<file path="config.mk">
export PLATFORM = sky130hd
export DESIGN_NAME = button_debounce_autorepeat
export DESIGN_NICKNAME = d
export VERILOG_FILES = /design/src/rtl/bda_pkg.sv /design/src/rtl/bda_state_mem.sv /design/src/rtl/button_debounce_autorepeat.sv
export SDC_FILE = /design/constraint.sdc
export NUM_CORES = 1
export LEC_CHECK = 0
export ABC_CLOCK_PERIOD_IN_PS = 6640
export BUFFER_PORTS_ARGS = -buffer_cell sky130_fd_sc_hd__buf_2
export CORE_MARGIN = 2
export CORE_UTILIZATION = 45
export CTS_BUF_LIST = sky130_fd_sc_hd__clkbuf_4 sky130_fd_sc_hd__clkbuf_8
export DETAILED_ROUTE_END_ITERATION = 8
export GPL_TIMING_DRIVEN = 0
export REMOVE_ABC_BUFFERS = 1
export SYNTH_ARGS = -nofsm -noshare
export SYNTH_HDL_FRONTEND = slang
export SYNTH_HIERARCHICAL = 1
export SYNTH_SLANG_ARGS = --single-unit
</file>
<file path="constraint.sdc">
create_clock -name clk_i -period 6.64 [get_ports clk_i]
set_input_delay 0.332 -clock clk_i [delete_from_list [all_inputs] [get_ports clk_i]]
set_output_delay 0.332 -clock clk_i [all_outputs]
set_load 0.1 [all_outputs]
</file>
<file path="src/rtl/bda_pkg.sv">
// ----------------------------------------------------------------------------
// bda_pkg
// Shared types, constants and the per-scan update function for the button
// debounce and auto-repeat block.
// ----------------------------------------------------------------------------
package bda_pkg;

  // Widths fixed by the stream fields and the hold counter.
  localparam int unsigned IdxW       = 2;
  localparam int unsigned CountW     = 16;
  localparam int unsigned InDataW    = 8;
  localparam int unsigned OutDataW   = 8;
  localparam logic [CountW-1:0] HoldLimitReset = 16'h0040;
  localparam logic [CountW-1:0] CountMax       = 16'hFFFF;

  // Debounce phase of one button.
  typedef enum logic [1:0] {
    PH_IDLE    = 2'd0,
    PH_CONFIRM = 2'd1,
    PH_HELD    = 2'd2,
    PH_REPEAT  = 2'd3
  } bda_phase_e;

  // One entry of the per-button state memory.
  typedef struct packed {
    bda_phase_e        phase;
    logic [CountW-1:0] count;
  } bda_entry_t;

  // Event flags raised by one scan.
  typedef struct packed {
    logic rep_end;
    logic rep;
    logic release_ev;
    logic press;
  } bda_flags_t;

  // Result of one scan: the updated entry and its event flags.
  typedef struct packed {
    bda_entry_t entry;
    bda_flags_t flags;
  } bda_step_t;

  localparam bda_entry_t EntryReset = '{phase: PH_IDLE, count: '0};

  // Advance one button's state by one scan.
  function automatic bda_step_t bda_step(input bda_entry_t cur,
                                         input logic pressed,
                                         input logic [CountW-1:0] limit);
    bda_step_t         res;
    logic [CountW-1:0] cnt_inc;
    res.entry = cur;
    res.flags = '0;
    cnt_inc   = (cur.count != CountMax) ? cur.count + 1'b1 : cur.count;
    unique case (cur.phase)
      PH_IDLE: begin
        if (pressed) begin
          res.entry.phase = PH_CONFIRM;
        end
      end
      PH_CONFIRM: begin
        if (pressed) begin
          res.entry.phase = PH_HELD;
          res.flags.press = 1'b1;
        end else begin
          res.entry.phase = PH_IDLE;
        end
      end
      PH_HELD: begin
        if (pressed) begin
          if (cnt_inc > limit) begin
            res.entry.phase = PH_REPEAT;
            res.entry.count = '0;
          end else begin
            res.entry.count = cnt_inc;
          end
        end else begin
          res.entry.phase      = PH_IDLE;
          res.entry.count      = '0;
          res.flags.release_ev = 1'b1;
        end
      end
      PH_REPEAT: begin
        res.flags.rep = 1'b1;
        if (!pressed) begin
          res.entry.phase   = PH_IDLE;
          res.flags.rep_end = 1'b1;
        end
      end
      default: begin
        res.entry = cur;
      end
    endcase
    return res;
  endfunction

endpackage

</file>
<file path="src/rtl/bda_state_mem.sv">
// ----------------------------------------------------------------------------
// bda_state_mem
// Per-button state memory with one registered read port and one write port.
// Valid bits make entries that were never written read as the reset state.
// ----------------------------------------------------------------------------
module bda_state_mem
  import bda_pkg::*;
#(
  parameter int unsigned Depth = 3,
  parameter int unsigned AddrW = 2
) (
  input  logic             clk_i,
  input  logic             rst_ni,
  input  logic             rd_en_i,
  input  logic [AddrW-1:0] rd_addr_i,
  output bda_entry_t       rd_entry_o,
  input  logic             wr_en_i,
  input  logic [AddrW-1:0] wr_addr_i,
  input  bda_entry_t       wr_entry_i
);

  bda_entry_t       mem [Depth];
  logic [Depth-1:0] valid_q;
  bda_entry_t       rd_data_q;
  logic             rd_valid_q;

  // Write port.
  always_ff @(posedge clk_i) begin
    if (wr_en_i) begin
      mem[wr_addr_i] <= wr_entry_i;
    end
  end

  // Entry valid bits, cleared by reset.
  always_ff @(posedge clk_i or negedge rst_ni) begin
    if (!rst_ni) begin
      valid_q <= '0;
    end else if (wr_en_i) begin
      valid_q[wr_addr_i] <= 1'b1;
    end
  end

  // Registered read port; holds its data until the next read.
  always_ff @(posedge clk_i or negedge rst_ni) begin
    if (!rst_ni) begin
      rd_valid_q <= 1'b0;
    end else if (rd_en_i) begin
      rd_valid_q <= valid_q[rd_addr_i];
    end
  end

  always_ff @(posedge clk_i) begin
    if (rd_en_i) begin
      rd_data_q <= mem[rd_addr_i];
    end
  end

  assign rd_entry_o = rd_valid_q ? rd_data_q : EntryReset;

endmodule

</file>
<file path="src/rtl/button_debounce_autorepeat.sv">
// ----------------------------------------------------------------------------
// button_debounce_autorepeat
// Debounces scanned button levels and raises press, release, auto-repeat
// and repeat-end events, with per-button state held in a small memory.
// ----------------------------------------------------------------------------
// Usage:
//   Input stream (s_axis): one beat is one scan of one button, giving the
//   button index and its raw active-low pin level. Output stream (m_axis):
//   exactly one result beat per scan, in scan order, carrying the index and
//   the four event flags. cfg_we_i writes hold_limit; write it only while
//   no scan is in flight.
//   Throughput: one scan per cycle unless the output stalls. The state
//   memory is read when a scan is accepted and written back as it leaves
//   the update stage; a forwarding register covers two back-to-back scans
//   of the same button. Each scan passes the update stage, then the output
//   register, before it leaves as a result beat.
//   Reset: all buttons return to idle with a zero hold count (through the
//   memory's valid bits, no clearing pass) and hold_limit returns to 0x40.
//   Stall: while m_axis_tready_i is low, one result waits in the output
//   register and one more scan waits in the update stage; s_axis_tready_o
//   then drops until the output moves.
// ----------------------------------------------------------------------------
module button_debounce_autorepeat
  import bda_pkg::*;
#(
  parameter int unsigned NUM_BUTTONS = 3
) (
  input  logic                clk_i,
  input  logic                rst_ni,
  // tdata: [1:0] button_index, [2] pin_level, [7:3] zero
  input  logic                s_axis_tvalid_i,
  output logic                s_axis_tready_o,
  input  logic [InDataW-1:0]  s_axis_tdata_i,
  // tdata: [1:0] event_button, [2] press_event, [3] release_event,
  //        [4] repeat_event, [5] repeat_end_event, [7:6] zero
  output logic                m_axis_tvalid_o,
  input  logic                m_axis_tready_i,
  output logic [OutDataW-1:0] m_axis_tdata_o,
  input  logic                cfg_we_i,
  input  logic [CountW-1:0]   cfg_wdata_i
);

  localparam int unsigned AddrW = (NUM_BUTTONS > 1) ? $clog2(NUM_BUTTONS) : 1;
  localparam logic [4:0]  NumBtn = 5'(NUM_BUTTONS);

  // Hold limit register.
  logic [CountW-1:0] hold_limit_q;

  always_ff @(posedge clk_i or negedge rst_ni) begin
    if (!rst_ni) begin
      hold_limit_q <= HoldLimitReset;
    end else if (cfg_we_i) begin
      hold_limit_q <= cfg_wdata_i;
    end
  end

  // Input decode.
  logic [IdxW-1:0]    in_idx;
  logic               in_pressed;
  logic [AddrW+1:0]   in_idx_wide;
  logic [AddrW-1:0]   in_addr;
  logic               in_fire;
  logic               in_in_range;

  assign in_idx      = s_axis_tdata_i[IdxW-1:0];
  assign in_pressed  = ~s_axis_tdata_i[IdxW];
  assign in_idx_wide = {{AddrW{1'b0}}, in_idx};
  assign in_addr     = in_idx_wide[AddrW-1:0];
  assign in_fire     = s_axis_tvalid_i && s_axis_tready_o;
  assign in_in_range = ({3'b000, in_idx} < NumBtn);

  // Update stage and output register handshake.
  logic             s1_valid_q;
  logic [IdxW-1:0]  s1_idx_q;
  logic [AddrW-1:0] s1_addr_q;
  logic             s1_pressed_q;
  logic             s1_adv;
  logic             m_valid_q;
  logic [OutDataW-1:0] m_data_q;

  assign s1_adv          = s1_valid_q && (!m_valid_q || m_axis_tready_i);
  assign s_axis_tready_o = !s1_valid_q || s1_adv;

  always_ff @(posedge clk_i or negedge rst_ni) begin
    if (!rst_ni) begin
      s1_valid_q <= 1'b0;
    end else if (in_fire) begin
      s1_valid_q <= 1'b1;
    end else if (s1_adv) begin
      s1_valid_q <= 1'b0;
    end
  end

  always_ff @(posedge clk_i) begin
    if (in_fire) begin
      s1_idx_q     <= in_idx;
      s1_addr_q    <= in_addr;
      s1_pressed_q <= in_pressed;
    end
  end

  // State memory and write-back forwarding.
  bda_entry_t mem_rd_entry;
  bda_entry_t cur_entry;
  bda_step_t  step;
  logic       s1_in_range;
  logic       wr_en;
  logic             fwd_valid_q;
  logic [AddrW-1:0] fwd_addr_q;
  bda_entry_t       fwd_entry_q;

  assign s1_in_range = ({3'b000, s1_idx_q} < NumBtn);
  assign wr_en       = s1_adv && s1_in_range;

  // Scans of an index without a button do not touch the memory.
  bda_state_mem #(
    .Depth (NUM_BUTTONS),
    .AddrW (AddrW)
  ) u_state_mem (
    .clk_i      (clk_i),
    .rst_ni     (rst_ni),
    .rd_en_i    (in_fire && in_in_range),
    .rd_addr_i  (in_addr),
    .rd_entry_o (mem_rd_entry),
    .wr_en_i    (wr_en),
    .wr_addr_i  (s1_addr_q),
    .wr_entry_i (step.entry)
  );

  // Last write is kept so that a read issued in the same cycle sees it.
  always_ff @(posedge clk_i or negedge rst_ni) begin
    if (!rst_ni) begin
      fwd_valid_q <= 1'b0;
    end else if (wr_en) begin
      fwd_valid_q <= 1'b1;
    end
  end

  always_ff @(posedge clk_i) begin
    if (wr_en) begin
      fwd_addr_q  <= s1_addr_q;
      fwd_entry_q <= step.entry;
    end
  end

  assign cur_entry = (fwd_valid_q && (fwd_addr_q == s1_addr_q)) ? fwd_entry_q
                                                                : mem_rd_entry;

  // Per-scan update; out-of-range scans leave the flags clear.
  always_comb begin
    step = bda_step(cur_entry, s1_pressed_q, hold_limit_q);
    if (!s1_in_range) begin
      step.flags = '0;
    end
  end

  // Output register.
  always_ff @(posedge clk_i or negedge rst_ni) begin
    if (!rst_ni) begin
      m_valid_q <= 1'b0;
    end else if (s1_adv) begin
      m_valid_q <= 1'b1;
    end else if (m_axis_tready_i) begin
      m_valid_q <= 1'b0;
    end
  end

  always_ff @(posedge clk_i) begin
    if (s1_adv) begin
      m_data_q <= {2'b00, step.flags.rep_end, step.flags.rep,
                   step.flags.release_ev, step.flags.press, s1_idx_q};
    end
  end

  assign m_axis_tvalid_o = m_valid_q;
  assign m_axis_tdata_o  = m_data_q;

  // Assertions.
  a_count_only_when_held: assert property (@(posedge clk_i) disable iff (!rst_ni)
    s1_valid_q && s1_in_range && (cur_entry.phase != PH_HELD)
      |-> (cur_entry.count == '0))
    else $error("hold count nonzero outside the held phase");

  a_rep_end_implies_rep: assert property (@(posedge clk_i) disable iff (!rst_ni)
    s1_valid_q && step.flags.rep_end |-> step.flags.rep)
    else $error("repeat end raised without repeat");

  a_press_release_excl: assert property (@(posedge clk_i) disable iff (!rst_ni)
    s1_valid_q |-> !(step.flags.press && step.flags.release_ev))
    else $error("press and release raised together");

  a_stage_holds: assert property (@(posedge clk_i) disable iff (!rst_ni)
    s1_valid_q && !s1_adv |=> s1_valid_q && $stable(s1_idx_q))
    else $error("update stage lost a stalled scan");

  a_write_in_range: assert property (@(posedge clk_i) disable iff (!rst_ni)
    wr_en |-> ({3'b000, s1_idx_q} < NumBtn))
    else $error("state write for a nonexistent button");

endmodule

</file>
== Word level (Yosys, flattened, before mapping) ==
Memories as Yosys holds them, arrays and structs flattened. A register that Yosys moved wholly into a read port is not among the register bits.
Index checks and enable logic that the tools add are counted.

* Multiplexer cells: 24
* Order comparisons: 6
* Add/subtract/negate cells: 1
* Bitwise logic cells: 2
* Reduce and logical (&&, ||, !) cells: 16
* Eq/ne operators: 5

{| class="wikitable"
|+ Operator list
! kind !! number
|-
| two-way mux 18 bit || 3
|-
| two-way mux 16 bit || 3
|-
| adder 16 x 1 -> 16 bit (second input constant) || 1
|-
| greater-than comparator 16 bit || 1
|-
| != test 16 bit (second input constant) || 1
|-
| two-way mux 1 bit || 11
|-
| two-way mux 2 bit || 4
|-
| one-hot mux 2 bit (4 select lines) || 1
|-
| logical AND 1 bit || 6
|-
| less-than comparator 2 x 3 -> 1 bit (second input constant) || 2
|-
| AND reduction 2 bit || 3
|-
| == test 2 bit (second input constant) || 2
|-
| less-than comparator 2 bit (second input constant) || 2
|-
| nonzero test 2 bit || 2
|-
| OR 3 bit || 1
|-
| binary-select mux 1 bit (select 2 bit) || 1
|-
| demux 1 bit (select 2 bit) || 1
|-
| == test 2 x 1 -> 1 bit (second input constant) || 1
|-
| == test 2 bit || 1
|-
| greater-or-equal comparator 2 x 1 -> 1 bit (second input constant) || 1
|-
| logical NOT 1 bit || 2
|-
| logical NOT 2 bit || 1
|-
| logical OR 1 bit || 2
|-
| NOT 1 bit || 1
|}

* Memories: 1
* RAM bits: 54
* Bits in registers: 52
* Output and inout bits: 10
* Input bits: 29

{| class="wikitable"
|+ Memories
! name !! words !! width !! rd ports !! clocked after Yosys merged registers in !! write ports !! RTL line !! source
|-
| u_state_mem.mem || 3 || 18 || 1 || 1 || 1 || bda_state_mem.sv:22 || <nowiki>bda_entry_t mem [Depth];</nowiki>
|}

== Longest topological paths before layout ==
* Depth in word-level cells: 9
* Gate-level depth with buffers: 22
* Gate-level depth less buffers: 18

== Hierarchy ==
The synthesis kept the hierarchy.

{| class="wikitable"
|+ By module, submodules not included
! module !! area an instance (um^2) !! sequential area each (um^2) !! cells an instance !! instances
|-
| button_debounce_autorepeat || 3301.9 || 1347.5 || 325 || 1
|-
| bda_state_mem || 2846.5 || 2262.2 || 166 || 1
|}

== Worst setup path before layout ==
OpenSTA, ideal clock, no wires.

* Path kind: flip-flop to flip-flop
* Start: register s1_addr_q[0]
* End: register fwd_entry_q[15] (netlist name) (data pin)
* Path slack: 1802 ps
* Path buffers: 4
* Arrival time: 4608 ps
* Period minus slack after synthesis: 4838 ps
* Stages on the path, launching flop included: 22
* Cell sequence: edfxtp_1 -> xnor2_2 -> and3_1 -> buf_6 -> buf_6 -> buf_6 -> mux2i_1 -> inv_1 -> ha_1 -> inv_1 -> nor3_1 -> mux2_4 -> buf_6 -> a211oi_2 -> xnor2_1 -> ha_1 -> a21o_1 -> a2bb2oi_1 -> a211oi_1 -> nor4b_2 -> o21ai_1 -> o311ai_1

{| class="wikitable"
|+ RTL lines
! what !! RTL line !! source
|-
| start: declaration || button_debounce_autorepeat.sv:75 || <nowiki>logic [AddrW-1:0] s1_addr_q;</nowiki>
|-
| start signal: assignment || button_debounce_autorepeat.sv:97 || <nowiki>s1_addr_q <= in_addr;</nowiki>
|-
| end signal: assignment || button_debounce_autorepeat.sv:142 || <nowiki>fwd_entry_q <= step.entry;</nowiki>
|-
| end: declaration || button_debounce_autorepeat.sv:110 || <nowiki>bda_entry_t fwd_entry_q;</nowiki>
|}

==> impl_summary.txt <==
----------------------------------------------------
[Run status]
  Status ... finished clean

[Power]
  Pwr per Cell Area ... 290.2 nW/um2
  Sequential Power Share ... 48.2%
  Cell internal pwr ... 1420 uW
  Sw frac ... 28.60%
  Worst voltage drop across the vdd grid ... 0.0002644 V
  Clk network pwr share ... 34.1%
  Comb pwr share ... 17.7%
  Leakage power summed over all cells ... 0.002562 uW
  Sum of internal, switching and leakage power ... 1989 uW
  Sw Pwr ... 568.7 uW

[Drt]
  First-pass detailed-route iteration total ... 7
  Number of nets still failing antenna checks after routing ... 0
  Total wire length after detailed routing ... 12620 um
  DRC viols ... 0
  Final routed wire length divided by cell count ... 17.71 um
  Vias per cell ... 5.418
  Routed via count ... 3863
  Number of violations reported at the end of detailed-routing iteration 0 ... 273

[Cells and area]
  Ant. Diodes ... 0
  Final non-filler cell total ... 713
  Storage element area ... 3610 um2
  Leading cell type in the layout, fill and taps excluded ... edfxtp_1
  Multi-input gate area in the final layout ... 2328 um2
  Share of final-layout standard cells stronger than drive strength 1 ... 16.57%
  Final Net Count ... 570
  Layout Area Growth over Synthesis ... 11.44%
  Commonest cells after routing, fill and taps aside ... edfxtp_1 (101), nand2_1 (53), mux2i_1 (40), buf_2 (31), and2_1 (24)
  Number of inserted filler cells in the final layout ... 1177

[Logic synthesis]
  Number of different library cells in the post-synthesis netlist ... 62
  Multiplexer fraction of the synthesized cell area ... 8.791%
  Fraction of synthesis flops using an asynchronous set or reset pin ... 18.55%
  Yosys Warn Count ... 6
  Post-Syn Area ... 6148 um2
  Yosys top cell area share ... 49.33%
  Number of synthesized flops with an enable pin ... 101
  Top flip-flop cell by instance count after synthesis ... edfxtp_1
  Register bit count reported by yosys ... 124
  Post-synthesis compound-gate area fraction ... 10.42%
  Sequential share of the synthesized area ... 58.71%
  Cell type with the largest total area after synthesis ... edfxtp_1
  Simple logic cell fraction of the synthesized area ... 12.62%
  Cell types with the largest area share after synthesis ... edfxtp_1 (49%), dfrtp_1 (9.0%), mux2i_1 (6.7%)
  Adder and majority gate portion of the synthesized area ... 3.460%
  Dominant combinational cell family by area after synthesis ... simple AND/OR/NAND/NOR gates
  Cells after synthesis ... 491
  Post-synthesis xor/xnor area fraction ... 2.239%
  Mean Syn Cell Area ... 12.52 um2

[Place]
  Post-DP HPWL ... 8554 um
  Number of cells after detailed placement ... 680
  Number of buffers inserted by port buffering ... 31
  Placer's final routability congestion estimate ... 0.9015

[Setup path]
  Critical Path, Cell by Cell ... xnor2_2 -> and3_2 -> mux2i_1 -> inv_1 -> ha_1 -> inv_1 -> nor3_1 -> mux2_4 -> o21ai_0 -> mux2i_1 -> ha_1 -> nand3_1 -> a2bb2oi_1 -> a211oi_1 -> nor4b_2 -> o21ai_1 -> o311ai_1
  Critical path's largest stage delay ... 0.72 ns
  Crit path capture type ... flop
  Largest delay contributor family on the critical path ... simple AND/OR/NAND/NOR gates
  CP arrival ... 6.20 ns
  Critical path class ... flop to flop
  Crit path max fanout ... 23
  Worst path slowest cell ... nor4b_2
  Bufs and invs on worst path ... 2
  Required @ worst endpoint ... 6.80 ns
  Startpoint class of the critical path ... flop

[Clock network]
  Sink count of the clock tree ... 124
  Max Root-Sink Buffers ... 2
  TritonCTS clock tree ... built
  Max H-tree Level ... 4
  Clock-pin transition on the worst setup and hold timing paths ... 0.07 ns
  Clk root buf ... clkbuf_8
  Insertion delay to the later sink of the worst-skew pair ... 0.45 ns
  CTS buffer count ... 17

[Timing]
  Clock Skews ... 0.01506 ns
  Max-Slew Margin vs Limit ... 18.68%
  Hold Fails Final Rpt ... 0
  Min Tclk post-route ... 6.034 ns
  Final setup TNS ... 0 ns
  Number of max-slew violations in the final report ... 0
  Final setup violating endpoints ... 0
  Share of the clock period used by the worst path after layout ... 90.88%
  Highest attainable clock frequency ... 0.1657 GHz
  Least-Margin Pin Slew ... 1.220 ns
  Setup repair after global routing missed its margin ... no

[Global routing]
  Largest net degree at the start of global routing ... 41
  Vias in the first global route ... 4034
  Congestion Overflow GR ... 0
  GRT Total Usage ... 18.94%
  Global-route wire length before repair ... 20620 um
  Initial antenna violation count ... 0

[Die]
  Core box area ... 13300 um2
  Die boundary width ... 120.9 um
  I/O pin total ... 39
  Initial Util ... 46.25%
  Y dimension of the die ... 120.9 um
  Total number of placement rows ... 42
  Die Outline Area ... 14610 um2

[Worst hold path]
  Type of the tightest min-delay check ... input pin to flop

[Flow run]
  Reported max-cap violation count ... 0

----------------------------------------------------
==> path summary, 6_finish.rpt <==
path / startpoint / endpoint / slack (ns) / cells past startpoint
min in group asynchronous: rst_ni / u_state_mem/valid_q[2]$_DFFE_PN0P_ / 0.40 / 2
max: s1_addr_q[0]$_DFFE_PP_ / fwd_entry_q[15]$_DFFE_PP_ / 0.61 / 17
max in group asynchronous: rst_ni / hold_limit_q[6]$_DFFE_PN1P_ / 5.85 / 2
min: s_axis_tvalid_i / s1_valid_q$_DFFE_PN0P_ / 0.08 / 2
max reg2reg: s1_addr_q[0]$_DFFE_PP_ / fwd_entry_q[15]$_DFFE_PP_ / 0.61 / 17
min reg2reg: u_state_mem/valid_q[2]$_DFFE_PN0P_ / u_state_mem/valid_q[2]$_DFFE_PN0P_ / 0.46 / 1
==> power groups by stage <==
stage | logic, uW | registers [uW] | clock network (uW)
after global placement | 339 | 974 | 0
after detailed placement | 350 | 975 | 0
final | 351 | 959 | 679
after floorplan | 228 | 988 | 0
after global routing | 394 | 965 | 732
after CTS | 353 | 959 | 703
==> layer usage <==
layer | wire length (um) | GRT usage [%] | share of wire, % | up-vias
li1 | - | - | - | 1890
met1 | 5601 | 23.10 | 44 | 1882
met2 | 6217 | 31.64 | 49 | 75
met3 | 583 | 5.122 | 4.6 | 16
met4 | 221 | 8.067 | 1.8 | 0
met5 | 0 | 0 | 0 | -
==> logic make-up (layout without fill, tap and decap cells) <==
family / Yosys count / in the layout
mux: 51 / 51
flops: 124 / 124
other cells: 1 / 2
simple gates: 146 / 146
compound gates: 96 / 96
buf+inv: 42 / 87
fa+ha+maj: 17 / 17
xor+xnor: 14 / 14
==> registers in the layout (all words and copies together) (netlist names), 2 cells and up <==
register,count
hold_limit_q,16
s1_addr_q,2
fwd_entry_q,18
u_state_mem/mem,54
m_axis_tdata_o,6
u_state_mem/valid_q,3
fwd_addr_q,2
u_state_mem/rd_data_q,18
==> cells in the mapped netlist, types with 7 or more instances <==
library cell and number:
nand2_1 53, xnor2_1 9, o2bb2ai_1 11, edfxtp_1 101
dfrtp_1 22, a21oi_1 7, o21ai_1 20, and2_1 24
inv_1 21, buf_6 7, o211ai_1 7, o21ai_0 20
mux2i_1 41, nand2b_1 8, ha_1 17, nand3_1 9
nor2_1 12, and3_1 8
==> repair_timing <==
| item | 4_1_cts | 5_1_grt |
|---|---|---|
| buffers inserted | 0 | 0 |
| endpoints found under the hold margin | 22 | 0 |
| resized for setup | 0 | 1 |
| endpoints found under the setup margin | 0 | 68 |
| hold buffers | 1 | 0 |
==> metrics by stage <==
step                      hold WS [ns]  utilization [%]  instance area (um2)  setup WS (ns)
after global routing           0.07327            51.53                 6852        0.08894
after global placement          0.3475            47.98                 6379         0.2837
final                          0.08235            51.53                 6852         0.6056
after detailed placement        0.3546            48.33                 6426         0.1942
after CTS                      0.03865            51.50                 6847         0.1570
after floorplan                0.03641                -                 6003          1.590
==> cell type report <==
cell class	count	share of cell area [%]
clock buffers	18	3.524
clock inverters	14	2.465
inverters	21	1.150
multi-input cells	326	33.98
flip-flops and latches	124	52.68
well taps	176	3.214
repair buffers	34	2.977
Power figures use the tool's default switching activity.
